$ cat src/sv/one_wire_bus_master_core_macros.svh
// assertion macros for the one-wire bus master
`ifndef ONE_WIRE_BUS_MASTER_CORE_MACROS_SVH
`define ONE_WIRE_BUS_MASTER_CORE_MACROS_SVH

`ifndef SYNTHESIS

// condition must hold in the same cycle as the trigger
`define OWM_ASSERT_SAME(label, clk, rst, trig, cond, msg) \
   label: assert property (@(posedge clk) disable iff (rst) (trig) |-> (cond)) \
      else $error(msg);

// condition must hold in the cycle after the trigger
`define OWM_ASSERT_NEXT(label, clk, rst, trig, cond, msg) \
   label: assert property (@(posedge clk) disable iff (rst) (trig) |=> (cond)) \
      else $error(msg);

`else

`define OWM_ASSERT_SAME(label, clk, rst, trig, cond, msg)
`define OWM_ASSERT_NEXT(label, clk, rst, trig, cond, msg)

`endif

`endif

$ cat src/sv/owm_pkg.sv
package owm_pkg;

   // operation codes of a request beat
   localparam logic [2:0] OP_TICK       = 3'd0;
   localparam logic [2:0] OP_RESET      = 3'd1;
   localparam logic [2:0] OP_WRITE_BIT  = 3'd2;
   localparam logic [2:0] OP_READ_BIT   = 3'd3;
   localparam logic [2:0] OP_WRITE_BYTE = 3'd4;
   localparam logic [2:0] OP_READ_BYTE  = 3'd5;

   // completion status codes
   localparam logic [1:0] ST_OK          = 2'd0;
   localparam logic [1:0] ST_NO_PRESENCE = 2'd1;
   localparam logic [1:0] ST_PRES_STUCK  = 2'd2;
   localparam logic [1:0] ST_REJECTED    = 2'd3;

   // register indexes
   localparam logic [2:0] CSR_RESET_LOW    = 3'd0;
   localparam logic [2:0] CSR_PRES_TIMEOUT = 3'd1;
   localparam logic [2:0] CSR_PRES_END_TO  = 3'd2;
   localparam logic [2:0] CSR_WR1_LOW      = 3'd3;
   localparam logic [2:0] CSR_WR0_LOW      = 3'd4;
   localparam logic [2:0] CSR_RD_LOW       = 3'd5;
   localparam logic [2:0] CSR_RD_SAMPLE    = 3'd6;
   localparam logic [2:0] CSR_SLOT_TIME    = 3'd7;

   localparam int CSR_ADDR_W = 3;
   localparam int CSR_DATA_W = 10;

   // register reset values
   localparam logic [9:0] RST_RESET_LOW    = 10'd500;
   localparam logic [9:0] RST_PRES_TIMEOUT = 10'd295;
   localparam logic [9:0] RST_PRES_END_TO  = 10'd240;
   localparam logic [7:0] RST_WR1_LOW      = 8'd8;
   localparam logic [7:0] RST_WR0_LOW      = 8'd60;
   localparam logic [7:0] RST_RD_LOW       = 8'd5;
   localparam logic [7:0] RST_RD_SAMPLE    = 8'd10;
   localparam logic [7:0] RST_SLOT_TIME    = 8'd65;

   // released ticks between reset pulse and presence polling
   localparam logic [10:0] PRESENCE_GAP_TICKS = 11'd5;

   typedef struct packed {
      logic [2:0] operation;
      logic [7:0] write_value;
      logic       line_level;
   } req_payload_type;

   typedef struct packed {
      logic       drive_low;
      logic       busy_res;
      logic       done_res;
      logic [1:0] status;
      logic [7:0] read_data;
   } rsp_payload_type;

endpackage

$ cat src/sv/one_wire_bus_master_core.sv
// One-wire bus master core, timed by one-microsecond tick beats.
// Request channel (req_*): each beat is either a tick carrying the sampled
// bus level, or a command (reset with presence detect, write/read bit,
// write/read byte, bytes LSB first). Commands are taken only while idle; a
// command during a running one returns status "rejected" and changes nothing.
// Response channel (rsp_*): exactly one beat per request beat, giving the
// line drive to apply until the next request, busy, done, status and the
// bits read so far.
// A response beat is valid in the cycle after its request is accepted.
// Throughput: one request per cycle unless stalled; the timing counter and
// shift registers update wholly in one logic pass into the response register.
// Stall: the response register holds while rsp_ready is low; req_ready drops
// only when that register is full and not being taken, so no beat is lost.
// Reset: synchronous, active high; the master goes idle, counters and shift
// registers clear and the timing registers return to their default values.
// Write timing registers via csr_* only while the master is idle (unchecked).
module one_wire_bus_master_core
   import owm_pkg::*;
(
   input  logic                  clock,
   input  logic                  reset,
   input  logic                  req_valid,
   output logic                  req_ready,
   input  req_payload_type       req_payload,
   output logic                  rsp_valid,
   input  logic                  rsp_ready,
   output rsp_payload_type       rsp_payload,
   input  logic                  csr_wr_en,
   input  logic [CSR_ADDR_W-1:0] csr_addr,
   input  logic [CSR_DATA_W-1:0] csr_wdata
);

`include "one_wire_bus_master_core_macros.svh"

   // phase codes
   localparam logic [2:0] PH_IDLE      = 3'd0;
   localparam logic [2:0] PH_RST_LOW   = 3'd1;
   localparam logic [2:0] PH_RST_GAP   = 3'd2;
   localparam logic [2:0] PH_WAIT_LOW  = 3'd3;
   localparam logic [2:0] PH_WAIT_HIGH = 3'd4;
   localparam logic [2:0] PH_SLOT      = 3'd5;

   logic [9:0] reset_low_ff, pres_timeout_ff, pres_end_to_ff;
   logic [7:0] wr1_low_ff, wr0_low_ff, rd_low_ff, rd_sample_ff, slot_time_ff;

   logic [2:0] phase_ff, phase_in;
   logic [2:0] cmd_ff, cmd_in;
   logic [9:0] time_count_ff, time_count_in;
   logic [2:0] bit_index_ff, bit_index_in;
   logic [7:0] send_shift_ff, send_shift_in;
   logic [7:0] recv_shift_ff, recv_shift_in;

   logic            rsp_valid_ff;
   rsp_payload_type rsp_payload_ff, rsp_in;
   logic            accept;

   logic        done, drive, is_cmd, is_read, last_bit, send_bit;
   logic [1:0]  status;
   logic [7:0]  slot_len, len_m1, sample_pt, low_time;
   logic [8:0]  sample_sum;
   logic [10:0] tc_inc;

   // handshake: take a beat whenever the response register can move on
   assign req_ready   = !rsp_valid_ff || rsp_ready;
   assign accept      = req_valid && req_ready;
   assign rsp_valid   = rsp_valid_ff;
   assign rsp_payload = rsp_payload_ff;

   // timing registers
   always_ff @(posedge clock) begin
      if (reset) begin
         reset_low_ff    <= RST_RESET_LOW;
         pres_timeout_ff <= RST_PRES_TIMEOUT;
         pres_end_to_ff  <= RST_PRES_END_TO;
         wr1_low_ff      <= RST_WR1_LOW;
         wr0_low_ff      <= RST_WR0_LOW;
         rd_low_ff       <= RST_RD_LOW;
         rd_sample_ff    <= RST_RD_SAMPLE;
         slot_time_ff    <= RST_SLOT_TIME;
      end else if (csr_wr_en) begin
         case (csr_addr)
            CSR_RESET_LOW:    reset_low_ff    <= csr_wdata;
            CSR_PRES_TIMEOUT: pres_timeout_ff <= csr_wdata;
            CSR_PRES_END_TO:  pres_end_to_ff  <= csr_wdata;
            CSR_WR1_LOW:      wr1_low_ff      <= csr_wdata[7:0];
            CSR_WR0_LOW:      wr0_low_ff      <= csr_wdata[7:0];
            CSR_RD_LOW:       rd_low_ff       <= csr_wdata[7:0];
            CSR_RD_SAMPLE:    rd_sample_ff    <= csr_wdata[7:0];
            CSR_SLOT_TIME:    slot_time_ff    <= csr_wdata[7:0];
            default: ;
         endcase
      end
   end

   // next state and response for one request beat
   always_comb begin
      phase_in      = phase_ff;
      cmd_in        = cmd_ff;
      time_count_in = time_count_ff;
      bit_index_in  = bit_index_ff;
      send_shift_in = send_shift_ff;
      recv_shift_in = recv_shift_ff;
      done          = 1'b0;
      status        = ST_OK;
      last_bit      = 1'b0;

      // slot length, sample point clamped to the last tick of the slot
      slot_len   = (slot_time_ff == 8'd0) ? 8'd1 : slot_time_ff;
      len_m1     = slot_len - 8'd1;
      sample_sum = {1'b0, rd_low_ff} + {1'b0, rd_sample_ff};
      sample_pt  = (sample_sum > {1'b0, len_m1}) ? len_m1 : sample_sum[7:0];
      tc_inc     = {1'b0, time_count_ff} + 11'd1;
      is_cmd     = req_payload.operation inside {[OP_RESET:OP_READ_BYTE]};

      if (is_cmd) begin
         if (phase_ff != PH_IDLE) begin
            status = ST_REJECTED;
         end else begin
            cmd_in        = req_payload.operation;
            time_count_in = 10'd0;
            bit_index_in  = 3'd0;
            recv_shift_in = 8'd0;
            send_shift_in = (req_payload.operation == OP_WRITE_BIT) ?
                            {7'd0, req_payload.write_value[0]} : req_payload.write_value;
            phase_in      = (req_payload.operation == OP_RESET) ? PH_RST_LOW : PH_SLOT;
         end
      end else begin
         case (phase_ff)
            PH_RST_LOW: begin
               if (tc_inc >= {1'b0, reset_low_ff}) begin
                  phase_in      = PH_RST_GAP;
                  time_count_in = 10'd0;
               end else begin
                  time_count_in = tc_inc[9:0];
               end
            end
            PH_RST_GAP: begin
               if (tc_inc >= PRESENCE_GAP_TICKS) begin
                  phase_in      = PH_WAIT_LOW;
                  time_count_in = 10'd0;
               end else begin
                  time_count_in = tc_inc[9:0];
               end
            end
            PH_WAIT_LOW: begin
               if ((time_count_ff < pres_timeout_ff) && !req_payload.line_level) begin
                  phase_in      = PH_WAIT_HIGH;
                  time_count_in = 10'd0;
               end else if (tc_inc >= {1'b0, pres_timeout_ff}) begin
                  phase_in      = PH_IDLE;
                  time_count_in = 10'd0;
                  done          = 1'b1;
                  status        = ST_NO_PRESENCE;
               end else begin
                  time_count_in = tc_inc[9:0];
               end
            end
            PH_WAIT_HIGH: begin
               if ((time_count_ff < pres_end_to_ff) && req_payload.line_level) begin
                  phase_in      = PH_IDLE;
                  time_count_in = 10'd0;
                  done          = 1'b1;
               end else if (tc_inc >= {1'b0, pres_end_to_ff}) begin
                  phase_in      = PH_IDLE;
                  time_count_in = 10'd0;
                  done          = 1'b1;
                  status        = ST_PRES_STUCK;
               end else begin
                  time_count_in = tc_inc[9:0];
               end
            end
            PH_SLOT: begin
               // read sample
               if ((cmd_ff == OP_READ_BIT || cmd_ff == OP_READ_BYTE) &&
                   time_count_ff == {2'd0, sample_pt}) begin
                  recv_shift_in[bit_index_ff] = recv_shift_ff[bit_index_ff] |
                                                req_payload.line_level;
               end
               // end of slot: next bit or finish
               if (tc_inc >= {3'd0, slot_len}) begin
                  last_bit = (cmd_ff == OP_WRITE_BIT) || (cmd_ff == OP_READ_BIT) ||
                             (bit_index_ff == 3'd7);
                  if (last_bit) begin
                     phase_in      = PH_IDLE;
                     time_count_in = 10'd0;
                     done          = 1'b1;
                  end else begin
                     bit_index_in  = bit_index_ff + 3'd1;
                     time_count_in = 10'd0;
                  end
               end else begin
                  time_count_in = tc_inc[9:0];
               end
            end
            default: phase_in = PH_IDLE;
         endcase
      end

      // line drive from the updated state
      is_read  = (cmd_in == OP_READ_BIT) || (cmd_in == OP_READ_BYTE);
      send_bit = send_shift_in[bit_index_in];
      low_time = is_read ? rd_low_ff : (send_bit ? wr1_low_ff : wr0_low_ff);
      drive    = (phase_in == PH_RST_LOW) ||
                 ((phase_in == PH_SLOT) && (time_count_in < {2'd0, low_time}));

      rsp_in.drive_low = drive;
      rsp_in.busy_res  = (phase_in != PH_IDLE);
      rsp_in.done_res  = done;
      rsp_in.status    = status;
      rsp_in.read_data = recv_shift_in;
   end

   // state registers
   always_ff @(posedge clock) begin
      if (reset) begin
         phase_ff      <= PH_IDLE;
         cmd_ff        <= OP_TICK;
         time_count_ff <= 10'd0;
         bit_index_ff  <= 3'd0;
         send_shift_ff <= 8'd0;
         recv_shift_ff <= 8'd0;
      end else if (accept) begin
         phase_ff      <= phase_in;
         cmd_ff        <= cmd_in;
         time_count_ff <= time_count_in;
         bit_index_ff  <= bit_index_in;
         send_shift_ff <= send_shift_in;
         recv_shift_ff <= recv_shift_in;
      end
   end

   // response register
   always_ff @(posedge clock) begin
      if (reset) begin
         rsp_valid_ff <= 1'b0;
      end else if (accept) begin
         rsp_valid_ff <= 1'b1;
      end else if (rsp_ready) begin
         rsp_valid_ff <= 1'b0;
      end
   end

   always_ff @(posedge clock) begin
      if (accept) begin
         rsp_payload_ff <= rsp_in;
      end
   end

   // checks
   `OWM_ASSERT_SAME(a_done_not_busy, clock, reset, rsp_valid_ff && rsp_payload_ff.done_res, !rsp_payload_ff.busy_res, "done beat still reports busy")
   `OWM_ASSERT_SAME(a_drive_only_busy, clock, reset, rsp_valid_ff && rsp_payload_ff.drive_low, rsp_payload_ff.busy_res, "line driven low while idle")
   `OWM_ASSERT_SAME(a_reject_not_done, clock, reset, rsp_valid_ff && (rsp_payload_ff.status == ST_REJECTED), !rsp_payload_ff.done_res, "rejected beat marked done")
   `OWM_ASSERT_SAME(a_idle_count_clear, clock, reset, phase_ff == PH_IDLE, time_count_ff == 10'd0, "timer not cleared while idle")
   `OWM_ASSERT_SAME(a_bit_index_byte, clock, reset, bit_index_ff != 3'd0, (cmd_ff == OP_WRITE_BYTE) || (cmd_ff == OP_READ_BYTE), "bit index advanced outside a byte command")
   `OWM_ASSERT_NEXT(a_busy_reject_holds, clock, reset, accept && (phase_ff != PH_IDLE) && (req_payload.operation == OP_RESET), phase_ff == $past(phase_ff), "rejected command changed the phase")

endmodule

$ cat config.mk
export PLATFORM = sky130hd
export DESIGN_NAME = one_wire_bus_master_core
export DESIGN_NICKNAME = d
export VERILOG_FILES = /design/src/sv/owm_pkg.sv /design/src/sv/one_wire_bus_master_core.sv
export VERILOG_INCLUDE_DIRS = /design/src /design/src/sv
export SDC_FILE = /design/constraint.sdc
export NUM_CORES = 1
export LEC_CHECK = 0
export BUFFER_PORTS_ARGS = -buffer_cell sky130_fd_sc_hd__buf_4
export CORE_MARGIN = 2
export CORE_UTILIZATION = 50
export CTS_BUF_LIST = sky130_fd_sc_hd__clkbuf_8
export CTS_CLUSTER_SIZE = 12
export DETAILED_ROUTE_END_ITERATION = 7
export PLACE_DENSITY = 0.67
export SYNTH_ARGS = -nofsm -noshare
export SYNTH_HDL_FRONTEND = slang
export SYNTH_SLANG_ARGS = --single-unit
$ cat constraint.sdc
create_clock -name clock -period 8.3 [get_ports clock]
set_clock_uncertainty 0.1 [all_clocks]
set_input_delay 1.245 -clock clock [delete_from_list [all_inputs] [get_ports clock]]
set_output_delay 1.245 -clock clock [all_outputs]
set_load 0.05 [all_outputs]
==> Yosys cells after proc, flatten, opt, wreduce, memory -nomap -nowiden <==
Index checks and enable logic that the tools add are counted.
{ "totals": {"regBits": 119, "input_bits": 30, "out_inout_bits": 15, "word_cells": 153} }
{ "op_classes": {"add_sub_neg": 4, "magnitude_cmp": 14, "n_eq_ne": 23, "muxes": 63, "bitwise_logic": 1, "n_reduce_logical": 28} }
{ "op_table": {"columns": ["cell", "n"], "rows": [
  ["10-bit two-way mux", 9],
  ["8-bit two-way mux", 11],
  ["3-bit two-way mux", 18],
  ["10-bit one-hot mux with 5 select lines", 1],
  ["11-bit by 10-bit greater-or-equal comparator with 1-bit output", 3],
  ["3-bit == test (second input constant)", 10],
  ["3-bit by 2-bit == test with 1-bit output (second input constant)", 8],
  ["10-bit < comparator", 2],
  ["2-bit AND reduction", 8],
  ["3-bit one-hot mux with 5 select lines", 1],
  ["1-bit two-way mux", 13],
  ["3-bit by 1-bit == test with 1-bit output (second input constant)", 4],
  ["10-bit by 1-bit adder with 11-bit output (second input constant)", 1],
  ["11-bit by 3-bit greater-or-equal comparator with 1-bit output (second input constant)", 1],
  ["11-bit by 8-bit greater-or-equal comparator with 1-bit output", 1],
  ["10-bit by 8-bit == test with 1-bit output", 1],
  ["10-bit by 8-bit < comparator with 1-bit output", 1],
  ["8-bit by 8-bit adder with 9-bit output", 1],
  ["9-bit by 8-bit > comparator with 1-bit output", 1],
  ["8-bit bitwise mux", 1],
  ["8-bit zero test", 1],
  ["3-bit by 4-bit < comparator with 1-bit output (second input constant)", 2],
  ["2-bit two-way mux", 4],
  ["8-bit by 1-bit subtractor with 8-bit output (second input constant)", 1],
  ["14 further kinds", 29]
]} }

==> Depth between registers and ports, before layout <==
Gate-level depths: netlist of the first run.
{ "logic_depth": {"depth_word": 14, "mapped_depth": 29, "mapped_depth_nobuf": 27} }

==> Worst setup path after synthesis of the first run <==
No wires, ideal clock.
{ "synth_path": {"path_type": "input port to flip-flop", "startpoint": "input port req_payload[10] (netlist bit)", "endpoint": "register rsp_payload_ff, in the netlist rsp_payload[12], data pin", "setup_time_ns": 0.133, "arrival_time_ns": 5.574, "required_time_ns": 8.067, "path_slack_ns": 2.494, "cell_stages": 21, "n_path_buf": 1, "cell_sequence": "buf_4 -> or3_4 -> a2111oi_4 -> o31ai_4 -> a21o_1 -> a211o_1 -> a311oi_1 -> o21ai_0 -> nand3_1 -> o21ai_0 -> ha_1 -> a21o_1 -> a21o_1 -> a21o_1 -> a21o_1 -> a221o_1 -> a311oi_1 -> a31o_2 -> o2111a_1 -> o311ai_1 -> nand2b_1"} }
{ "synth_between": {"elab_chain_cells": 11, "word_cells_on_any_way": 27, "cone_classes": "order compare: 3; eq/ne: 6; mux: 14; reduce/logical: 4"} }
{ "synth_lines": {"columns": ["element", "line_no", "rtl"], "rows": [
  ["start, declared", "one_wire_bus_master_core.sv:24", "input req_payload_type req_payload,"],
  ["3-bit by 2-bit == test with 1-bit output", "one_wire_bus_master_core.sv:123", "send_shift_in = (req_payload.operation == OP_WRITE_BIT) ?"],
  ["8-bit two-way mux", "one_wire_bus_master_core.sv:123", null],
  ["8-bit two-way mux", "one_wire_bus_master_core.sv:116", "if (phase_ff != PH_IDLE) begin"],
  ["8-bit two-way mux", "one_wire_bus_master_core.sv:115", "if (is_cmd) begin"],
  ["1-bit binary-select mux with 3-bit select", "one_wire_bus_master_core.sv:201", "send_bit = send_shift_in[bit_index_in];"],
  ["1-bit two-way mux (not written as such)", "one_wire_bus_master_core.sv:201", null],
  ["8-bit two-way mux (2 in a row)", "one_wire_bus_master_core.sv:202", "low_time = is_read ? rd_low_ff : (send_bit ? wr1_low_ff : wr0_low_ff);"],
  ["10-bit by 8-bit < comparator with 1-bit output", "one_wire_bus_master_core.sv:204", "((phase_in == PH_SLOT) && (time_count_in < {2'd0, low_time}));"],
  ["1-bit logical AND", "one_wire_bus_master_core.sv:204", null],
  ["1-bit logical OR (*)", "one_wire_bus_master_core.sv:203", "drive = (phase_in == PH_RST_LOW) ||"],
  ["net drive", "one_wire_bus_master_core.sv:57", "logic done, drive, is_cmd, is_read, last_bit, send_bit;"],
  ["end signal, assigned", "one_wire_bus_master_core.sv:245", "rsp_payload_ff <= rsp_in;"],
  ["end, declared", "one_wire_bus_master_core.sv:54", "rsp_payload_type rsp_payload_ff, rsp_in;"]
]} }
The timed path passes the listed nets; every way through them passes the cells marked *. The select of a mux whose other input is x is not followed.
A chain may end at the register's enable or synchronous reset.

==> Worst setup path in the final report of the first run <==
{ "layout_path": {"startpoint": "register time_count_ff[0]", "endpoint": "register rsp_payload_ff, in the netlist rsp_payload[12], data pin"} }
{ "layout_between": {"elab_chain_cells": 12, "word_cells_on_any_way": 41, "cone_classes": "add/sub: 1; order compare: 8; eq/ne: 2; mux: 26; reduce/logical: 4"} }
{ "layout_lines": {"columns": ["element", "line_no", "rtl"], "rows": [
  ["start, declared", "one_wire_bus_master_core.sv:48", "logic [9:0] time_count_ff, time_count_in;"],
  ["start signal, assigned", "one_wire_bus_master_core.sv:225", "time_count_ff <= time_count_in;"],
  ["10-bit by 1-bit adder with 11-bit output", "one_wire_bus_master_core.sv:112", "tc_inc = {1'b0, time_count_ff} + 11'd1;"],
  ["11-bit by 8-bit greater-or-equal comparator with 1-bit output", "one_wire_bus_master_core.sv:180", "if (tc_inc >= {3'd0, slot_len}) begin"],
  ["3-bit two-way mux", "one_wire_bus_master_core.sv:180", null],
  ["3-bit two-way mux", "one_wire_bus_master_core.sv:128", "case (phase_ff)"],
  ["3-bit two-way mux", "one_wire_bus_master_core.sv:115", null],
  ["1-bit binary-select mux with 3-bit select", "one_wire_bus_master_core.sv:201", null],
  ["1-bit two-way mux (not written as such)", "one_wire_bus_master_core.sv:201", null],
  ["8-bit two-way mux (2 in a row)", "one_wire_bus_master_core.sv:202", null],
  ["10-bit by 8-bit < comparator with 1-bit output", "one_wire_bus_master_core.sv:204", null],
  ["1-bit logical AND", "one_wire_bus_master_core.sv:204", null],
  ["1-bit logical OR (*)", "one_wire_bus_master_core.sv:203", null],
  ["net drive", "one_wire_bus_master_core.sv:57", null]
]} }
Marked as above.

==> results of run 1 <==
flip-flops by register name, indices dropped and copies added (netlist names), 8 cells and up:
register	count
rsp_payload	13
pres_end_to_ff	10
pres_timeout_ff	10
reset_low_ff	10
time_count_ff	10
rd_low_ff	8
rd_sample_ff	8
recv_shift_ff	8
send_shift_ff	8
slot_time_ff	8
wr0_low_ff	8
wr1_low_ff	8
power groups by stage:
stage / logic [mW] / clock network, mW / registers [mW]
CTS: 0.270 / 0.594 / 0.622
detailed placement: 0.268 / 0 / 0.635
floorplan: 0.190 / 0 / 0.640
global route: 0.303 / 0.617 / 0.625
finish: 0.272 / 0.588 / 0.622
global placement: 0.265 / 0 / 0.635
worst paths after layout:
| kind | start | end | slack [ns] | cells after the start |
|---|---|---|---|---|
| setup / recovery | time_count_ff[0] | rsp_payload[12] | 1.41 | 27 |
| hold / removal | pres_end_to_ff[9] | pres_end_to_ff[9] | 0.35 | 2 |
| setup reg to reg | time_count_ff[0] | rsp_payload[12] | 1.41 | 27 |
| hold reg to reg | pres_end_to_ff[9] | pres_end_to_ff[9] | 0.35 | 2 |
kinds of logic after synthesis:
logic type	share of synthesized area, %
AOI/OAI and AO/OA	22.1
xor gates and xnor gates	3.17
adders and majority gates	12.3
buffers and inverters	5.78
DFF	30.8
muxes	4.52
and+or+nand+nor	21.3
cell type report:
type                       count  area [µm²]  area share (%)
clock buffer                  18         248            2.75
multi-input combinational    770        5180            57.6
sequential                   119        2510            27.9
clock inverter                14         181            2.02
timing repair buffer          50         375            4.17
inverter                      62         233            2.58
tap                          216         270            3.00
per-layer routing:
| metal | up-vias | track usage (%) |
|---|---|---|
| met5 | - | 0 |
| met1 | 3350 | 35.5 |
| met4 | 0 | 9.00 |
| met3 | 46 | 6.19 |
| li1 | 3620 | - |
| met2 | 205 | 39.7 |
worst register-to-register path, delay by kind of cell (launching register included):
| family | cells | cell delay [ns] |
|---|---|---|
| and+or+nand+nor | 5 | 0.79 |
| DFF | 1 | 0.65 |
| AOI/OAI and AO/OA | 18 | 3.95 |
| adders and majority gates | 3 | 1.13 |
| buffers and inverters | 1 | 0.11 |
cells in the mapped netlist, types with 6 or more instances:
library cell	number	area [µm²]
xnor2_1	16	140
a21o_1	11	82.6
o21a_1	7	52.6
or2_2	7	43.8
o31ai_1	7	52.6
a211oi_1	15	113
and3_1	6	37.5
xor2_1	11	96.3
nor2b_1	22	138
ha_1	78	976
or3_1	8	50.1
a22o_1	9	78.8
nand4_1	7	43.8
a21oi_1	70	350
and2_1	7	43.8
o21ai_0	47	235
buf_2	8	40.0
dfxtp_1	106	2120
nand2b_1	9	56.3
mux2i_1	29	290
nand3b_1	8	60.1
nor2_1	102	383
nand3_1	32	160
edfxtp_1	13	390
a211o_1	28	245
nor3_1	21	105
clkbuf_1	33	124
inv_1	62	233
nand2_1	122	458
stage by stage:
stage	hold WS (ns)	setup slack (ns)	utilization, %	cells	power (mW)
global placement	0.340	1.76	53.8	1217	0.900
finish	0.355	1.41	56.5	1249	1.48
detailed placement	0.347	1.56	53.8	1217	0.903
global route	0.374	0.851	56.5	1249	1.55
CTS	0.357	1.48	56.5	1249	1.49
floorplan	0.332	2.49	-	1004	0.830
==> metrics.yaml, run 1 <==
syn_avg_cell_area_um2: 8.13
drc: 0
drive_above_1_share_pct: 11.3
ys_ff_latch: 119
clkTransAtPathRegs_ns: 0.07
cp.required_ns: 8.54
synthToLayoutAreaGrowth_pct: 10.3
drt_first_pass_iters: 5
final_cell_mix: "122 x nand2_1, 106 x dfxtp_1, 102 x nor2_1"
switchingPower_uw: 448
finalHoldViolCount: 0
numCtsBuffers: 17
slew_headroom_pct: 25.5
crit_top_cell: "a21o_1"
fin_tns_setup_ns: 0
maxCapViolations: 0
start_util_pct: 51.2
track_usage_pct: 25.8
synth-main-ff-cell: "dfxtp_1"
synth_fp_nets: 1113
status: "complete, no violations"
route.met2.wl_um: 9730
synth_cell_types: 82
clock_power_share_pct: 39.6
drt-met1-wl_um: 10500
post_drt_wl_per_cell_um: 17.7
vias_per_cell: 5.78
grt_pass1_wl_um: 35700
place_area_um2: 8570
cts_tree: "done"
cts_resized: 0
gp_congestion: 0.943
ant_nets: 0
fmax_mhz: 145
period_needed_ns: 6.89
p_leak_nw: 3.76
synth_edf_count: 13
finalSetupViolations: 0
worst_pin_slew_ns: 1.12
finalCritPeriodShare_pct: 83.0
seqPwrFrac_pct: 42.0
ys_async_sr_fraction_pct: 0
cts_setup_buffers: 0
synth_seq_area_share_pct: 30.8
cp-start-kind: "flop"
swShare_pct: 30.3
worstPathArrival_ns: 7.13
vias: 7221
path_buf_inv: 1
die_area_um2: 17400
cp_max_fo: 13
cts_sinks: 119
mappedNetlistArea_um2: 8160
endpoint_kind: "flop"
power_density_nw_per_um2: 165
p_int_mw: 1.03
core-area_um2: 15900
cts_buffer_depth: 2
htree_levels: 4
crit_family: "compound AO/OA/AOI/OAI gates"
fill_cells: 1489
io_pins: 45
fin_area_um2: 9000
portBuffers: 44
grt_start_max_net_pins: 104
layout_commonest_cell: "nand2_1"
synthCells: 1004
drtIter0Drc: 592
die_width_um: 132
yosys_warnings: 0
crit_path_top_delay_cell: "dfxtp_1"
insertion_delay_ns: 0.48
route.met3.wl_um: 1380
overflow: 0
p_comb_share_pct: 18.4
grt_pass1_vias: 6745
num_antenna_cells: 0
postCtsHoldBufs: 0
root_buffer: "clkbuf_8"
fin_nets: 1129
path_class: "reg -> reg"
rsz0062_at_grt: "no"
grt_antenna_before_repair: 0
routed_wl_um: 22100
vdd_drop_max_mv: 0.148
dp_hpwl_um: 16400
rows: 46
die_y_um: 132
finalMaxSlewViolations: 0
top_layer_used: "met4"
max_stage_delay_ns: 0.65
hold_class: "reg -> reg"
Power figures use the tool's default switching activity.
==> run 2, diff against run 1 <==
--- a/config.mk
+++ b/config.mk
@@ -12,7 +12,7 @@
 export CTS_BUF_LIST = sky130_fd_sc_hd__clkbuf_8
 export CTS_CLUSTER_SIZE = 12
 export DETAILED_ROUTE_END_ITERATION = 7
-export PLACE_DENSITY = 0.67
+export PLACE_DENSITY = 0.7
 export SYNTH_ARGS = -nofsm -noshare
 export SYNTH_HDL_FRONTEND = slang
 export SYNTH_SLANG_ARGS = --single-unit
==> constraint.sdc (replaced) <==
create_clock -name clock -period 5.91 [get_ports clock]
set_clock_uncertainty 0.1 [all_clocks]
set_input_delay 0.8865 -clock clock [delete_from_list [all_inputs] [get_ports clock]]
set_output_delay 0.8865 -clock clock [all_outputs]
set_load 0.05 [all_outputs]
==> run 2 against run 1 <==
Effect of this change: sequential power up 40%; sequential cell count did not move; non-clock buffer count up 35; critical path depth is 1 lower; global-route usage hardly changed; cell area grew 4.5%; routed wire length rose by 2.1%; worst hold slack improved by 0.0033 ns; first-iteration DRC count up 14%; clock power increased by 41%; register-to-register slack got worse by 1.3 ns; final cell count increased by 2.8%; critical path type unchanged; critical endpoint unchanged.
==> metrics.yaml, run 2 (synthesized netlist as in run 1, its figures left out) <==
p_leak_nw: 3.95
rr_startpoint: "slot_time_ff[1]"
fin_nets: 1164
start_util_pct: 51.2
r2r-end: "rsp_payload[12]"
cp_max_fo: 6
layout_commonest_cell: "nand2_1"
grt_antenna_before_repair: 0
htree_levels: 4
period_needed_ns: 5.84
endpoint_kind: "flop"
grt_start_max_net_pins: 53
die_y_um: 132
largest_reg_flops: 13
finalMaxSlewViolations: 0
worstPathArrival_ns: 6.07
insertion_delay_ns: 0.46
hold_class: "reg -> reg"
die_width_um: 132
power_density_nw_per_um2: 225
drc: 0
track_usage_pct: 25.8
fmax_mhz: 171
gp_congestion: 0.951
io_pins: 45
cts_buffer_depth: 2
drtIter0Drc: 675
worst_pin_slew_ns: 1.14
rows: 46
finalHoldViolCount: 0
hold_path_end: "wr1_low_ff[0]"
rsz0062_at_grt: "yes"
cts_sinks: 119
slew_headroom_pct: 23.4
finalSetupViolations: 0
die_area_um2: 17400
dp_hpwl_um: 16600
finalCritPeriodShare_pct: 98.7
worstHoldStart: "wr1_low_ff[0]"
vias_per_cell: 5.80
cts_tree: "done"
vdd_drop_max_mv: 0.215
drive_above_1_share_pct: 16.4
ant_nets: 0
grt_pass1_wl_um: 35800
vias: 7452
final_cell_mix: "121 x nand2_1, 102 x nor2_1, 101 x dfxtp_1"
clkTransAtPathRegs_ns: 0.08
fill_cells: 1437
overflow: 0
startpoint: "slot_time_ff[1]"
fin_util_pct: 59.0
path_class: "reg -> reg"
setup_slack_ns: 0.0748
routed_wl_um: 22600
cp.required_ns: 6.15
numCtsBuffers: 17
postCtsHoldBufs: 0
root_buffer: "clkbuf_8"
drt_first_pass_iters: 5
whs_path_depth: 2
total_power_mw: 2.12
pre_cts_ws_ns: 0.0588
cp-start-kind: "flop"
grt_pass1_vias: 6883
synthToLayoutAreaGrowth_pct: 15.3
post_drt_wl_per_cell_um: 17.6
num_antenna_cells: 0
status: "complete, no violations"
portBuffers: 44
rrSetupSlack_ns: 0.07
r2r_cells: 26
core-area_um2: 15900
maxCapViolations: 0
run 2: area by class of cell:
type | instances | area [µm²] | area share (%)
multi-input cells | 770 | 5320 | 56.5
clock inverters | 15 | 201 | 2.14
repair buffers | 85 | 638 | 6.78
clock buffers | 17 | 234 | 2.49
flip-flops and latches | 119 | 2520 | 26.8
well taps | 216 | 270 | 2.87
inverters | 62 | 233 | 2.47
run 2: critical path: stages (launching register included):
cell      delay (ns)
dfxtp_1         0.31
or4_1           0.53
or3_4           0.36
o21bai_4        0.13
ha_1            0.24
nor2b_1         0.14
o21ai_2         0.10
a41o_1          0.23
o31ai_4         0.41
buf_4           0.21
a21o_4          0.13
mux2i_2         0.25
a211o_1         0.21
nand3_1         0.10
nand3_1         0.08
o21ai_0         0.08
ha_1            0.30
a21o_1          0.16
a21o_1          0.16
a21o_1          0.18
a21o_1          0.18
a221o_1         0.33
a311oi_1        0.21
a31o_2          0.20
o2111a_1        0.17
o311ai_1        0.11
nand2b_1        0.09
run 2: routing by layer:
layer	routed length, µm	vias to the layer above	track usage (%)
met5	0	-	0
met4	437	0	9.48
met3	1330	36	4.77
met2	10300	238	40.7
met1	10500	3496	35.4
li1	-	3682	-
run 2: power breakdown:
group | leakage [nW] | internal, mW | switching, mW | total (mW)
Clock | 0.214 | 0.461 | 0.370 | 0.832
Combinational | 2.74 | 0.163 | 0.256 | 0.419
Sequential | 0.993 | 0.845 | 0.0244 | 0.869
run 2: metrics by stage:
step | TNS (ns) | std cells | area (µm²) | hold slack, ns
4_1_cts | 0 | 1281 | 9250 | 0.356
5_1_grt | -0.165 | 1284 | 9410 | 0.374
3_3_place_gp | 0 | 1249 | 8810 | 0.341
6_report | 0 | 1284 | 9410 | 0.358
2_1_floorplan | 0 | 1004 | 8160 | 0.332
3_5_place_dp | 0 | 1249 | 8810 | 0.346
run 2: worst max-delay path by stage:
stage / endpoint / slack [ns]
floorplan: rsp_payload[12] / 0.16
global placement: rsp_payload[12] / 0.14
detailed placement: rsp_payload[12] / 0.06
CTS: rsp_payload[12] / 0.04
global route: rsp_payload[12] / -0.17
finish: rsp_payload[12] / 0.07
run 2: what timing repair did:
| action | 4_1_cts | 5_1_grt |
|---|---|---|
| setup endpoints to repair | 0 | 5 |
| gates resized for setup | 0 | 28 |
| endpoints found under the hold margin | 0 | 0 |
| buffers inserted | 0 | 3 |
==> run 3, diff against run 2 <==
--- a/config.mk
+++ b/config.mk
@@ -8,11 +8,11 @@
 export LEC_CHECK = 0
 export BUFFER_PORTS_ARGS = -buffer_cell sky130_fd_sc_hd__buf_4
 export CORE_MARGIN = 2
-export CORE_UTILIZATION = 50
+export CORE_UTILIZATION = 58
 export CTS_BUF_LIST = sky130_fd_sc_hd__clkbuf_8
 export CTS_CLUSTER_SIZE = 12
 export DETAILED_ROUTE_END_ITERATION = 7
-export PLACE_DENSITY = 0.7
+export PLACE_DENSITY = 0.79
 export SYNTH_ARGS = -nofsm -noshare
 export SYNTH_HDL_FRONTEND = slang
 export SYNTH_SLANG_ARGS = --single-unit
==> run 3 against run 2 <==
Effect of this change: the flow now finishes with violations (negative setup slack); final cell count is 2.1% lower; critical path depth is 1 higher; global-route usage is 4.5 points higher; sequential cell count stayed put; critical path type unchanged; combinational power is 4% higher; first-iteration DRC count is 26% higher; utilization is 10 points higher; cell area is 1.8% higher; critical endpoint unchanged.
==> metrics.yaml, run 3 (synthesized netlist as in run 1, its figures left out) <==
start_util_pct: 59.0
cts_tree: "done"
power_density_nw_per_um2: 225
largest_reg_flops: 13
dp_hpwl_um: 16300
worst_pin_slew_ns: 1.18
fmax_mhz: 169
endpoint_kind: "flop"
die_width_um: 123
clkTransAtPathRegs_ns: 0.08
io_pins: 45
rsz0062_at_grt: "yes"
violations: "negative setup slack"
place_inst: 1216
total_power_mw: 2.15
drt_first_pass_iters: 6
rows: 43
worstPathArrival_ns: 6.14
grt_start_max_net_pins: 104
fin_tns_setup_ns: -0.00378
cts_sinks: 119
layout_commonest_cell: "nand2_1"
numCtsBuffers: 17
ant_nets: 0
fin_nets: 1173
track_usage_pct: 30.3
setup_slack_ns: -0.00378
vdd_drop_max_mv: 0.204
path_class: "reg -> reg"
drive_above_1_share_pct: 18.2
ff_latch_area_um2: 2520
vias: 7732
cts_buffer_depth: 2
drc: 0
synthToLayoutAreaGrowth_pct: 17.4
overflow: 0
finalHoldViolCount: 0
die_y_um: 123
portBuffers: 44
cp_max_fo: 8
final_cell_mix: "122 x nand2_1, 100 x nor2_1, 100 x dfxtp_1"
hold_class: "reg -> reg"
die_area_um2: 15000
routed_wl_um: 22900
finalSetupViolations: 1
multi_input_area_um2: 5440
cp-start-kind: "flop"
fill_cells: 1100
insertion_delay_ns: 0.46
p_leak_nw: 4.03
cp.required_ns: 6.14
grt_pass1_vias: 6935
period_needed_ns: 5.91
grt_antenna_before_repair: 0
status: "complete, but fails checks"
drtIter0Drc: 851
layout.cells.non_filler: 1257
maxCapViolations: 0
grt_pass1_wl_um: 35200
gp_congestion: 0.970
root_buffer: "clkbuf_8"
post_drt_wl_per_cell_um: 18.2
finalMaxSlewViolations: 0
vias_per_cell: 6.15
finalCritPeriodShare_pct: 100
slew_headroom_pct: 21.2
htree_levels: 4
core-area_um2: 13800
num_antenna_cells: 0
[run 3: path summary, 6_finish.rpt]
kind / start / endpoint / slack [ns] / cells after the start
worst max-delay path: slot_time_ff[2] / rsp_payload[12] / -0.004 / 27
worst min-delay path: pres_end_to_ff[2] / pres_end_to_ff[2] / 0.36 / 2
worst max register to register: slot_time_ff[2] / rsp_payload[12] / -0.004 / 27
worst min register to register: pres_end_to_ff[2] / pres_end_to_ff[2] / 0.36 / 2
[run 3: where the power goes]
part           internal (mW)  switching, mW  leakage, nW
sequential             0.845         0.0252        0.994
clock                  0.516          0.333        0.242
combinational          0.171          0.264         2.80
total                   1.53          0.622         4.03
[run 3: area by class of cell]
cell class	instances	area share, %
clock inverter	13	1.96
timing repair buffer	94	7.44
clock buffer	19	2.73
sequential	119	26.3
tap	180	2.35
inverter	62	2.43
multi-input combinational	770	56.8
[run 3: per-stage QoR]
stage | hold WS (ns) | setup WS (ns) | util [%] | area, µm²
after floorplan | 0.332 | 0.163 | - | 8160
after global placement | 0.340 | 0.0530 | 63.6 | 8790
after detailed placement | 0.347 | -0.0843 | 63.6 | 8790
after CTS | 0.357 | 0.00387 | 67.0 | 9270
after global routing | 0.377 | -0.215 | 69.3 | 9580
final | 0.355 | -0.00378 | 69.3 | 9580
[run 3: critical path, cell delays in order (launching register included)]
cell	delay, ns
dfxtp_2	0.33
or4_4	0.53
or3_4	0.40
o21bai_4	0.19
ha_4	0.16
nor2b_4	0.04
o21ai_4	0.18
a41o_1	0.27
o31ai_4	0.07
buf_6	0.16
a21o_4	0.22
a211o_1	0.32
a311oi_2	0.31
buf_4	0.17
buf_4	0.12
o21ai_1	0.07
nand3_1	0.08
o21ai_1	0.07
ha_1	0.32
a21o_1	0.18
a21o_1	0.15
a21o_1	0.15
a221o_1	0.36
a311oi_2	0.20
a31o_2	0.21
o21ai_0	0.14
a21oi_1	0.15
nand2b_1	0.11
[run 3: per-layer routing]
layer  GRT usage [%]  vias to the layer above  share of wire, %
li1                -                     3711                 -
met5               0                        -                 0
met4            11.0                        0               3.3
met3            6.74                       63               7.2
met2            48.3                      341                46
met1            40.2                     3617                44
[run 3: what timing repair did]
action / in CTS / in global routing
buffers inserted: 2 / 7
pin swaps: 2 / 28
resized for setup: 3 / 54
setup endpoints to repair: 1 / 1
hold buffers: 0 / 0
cloned: 0 / 0
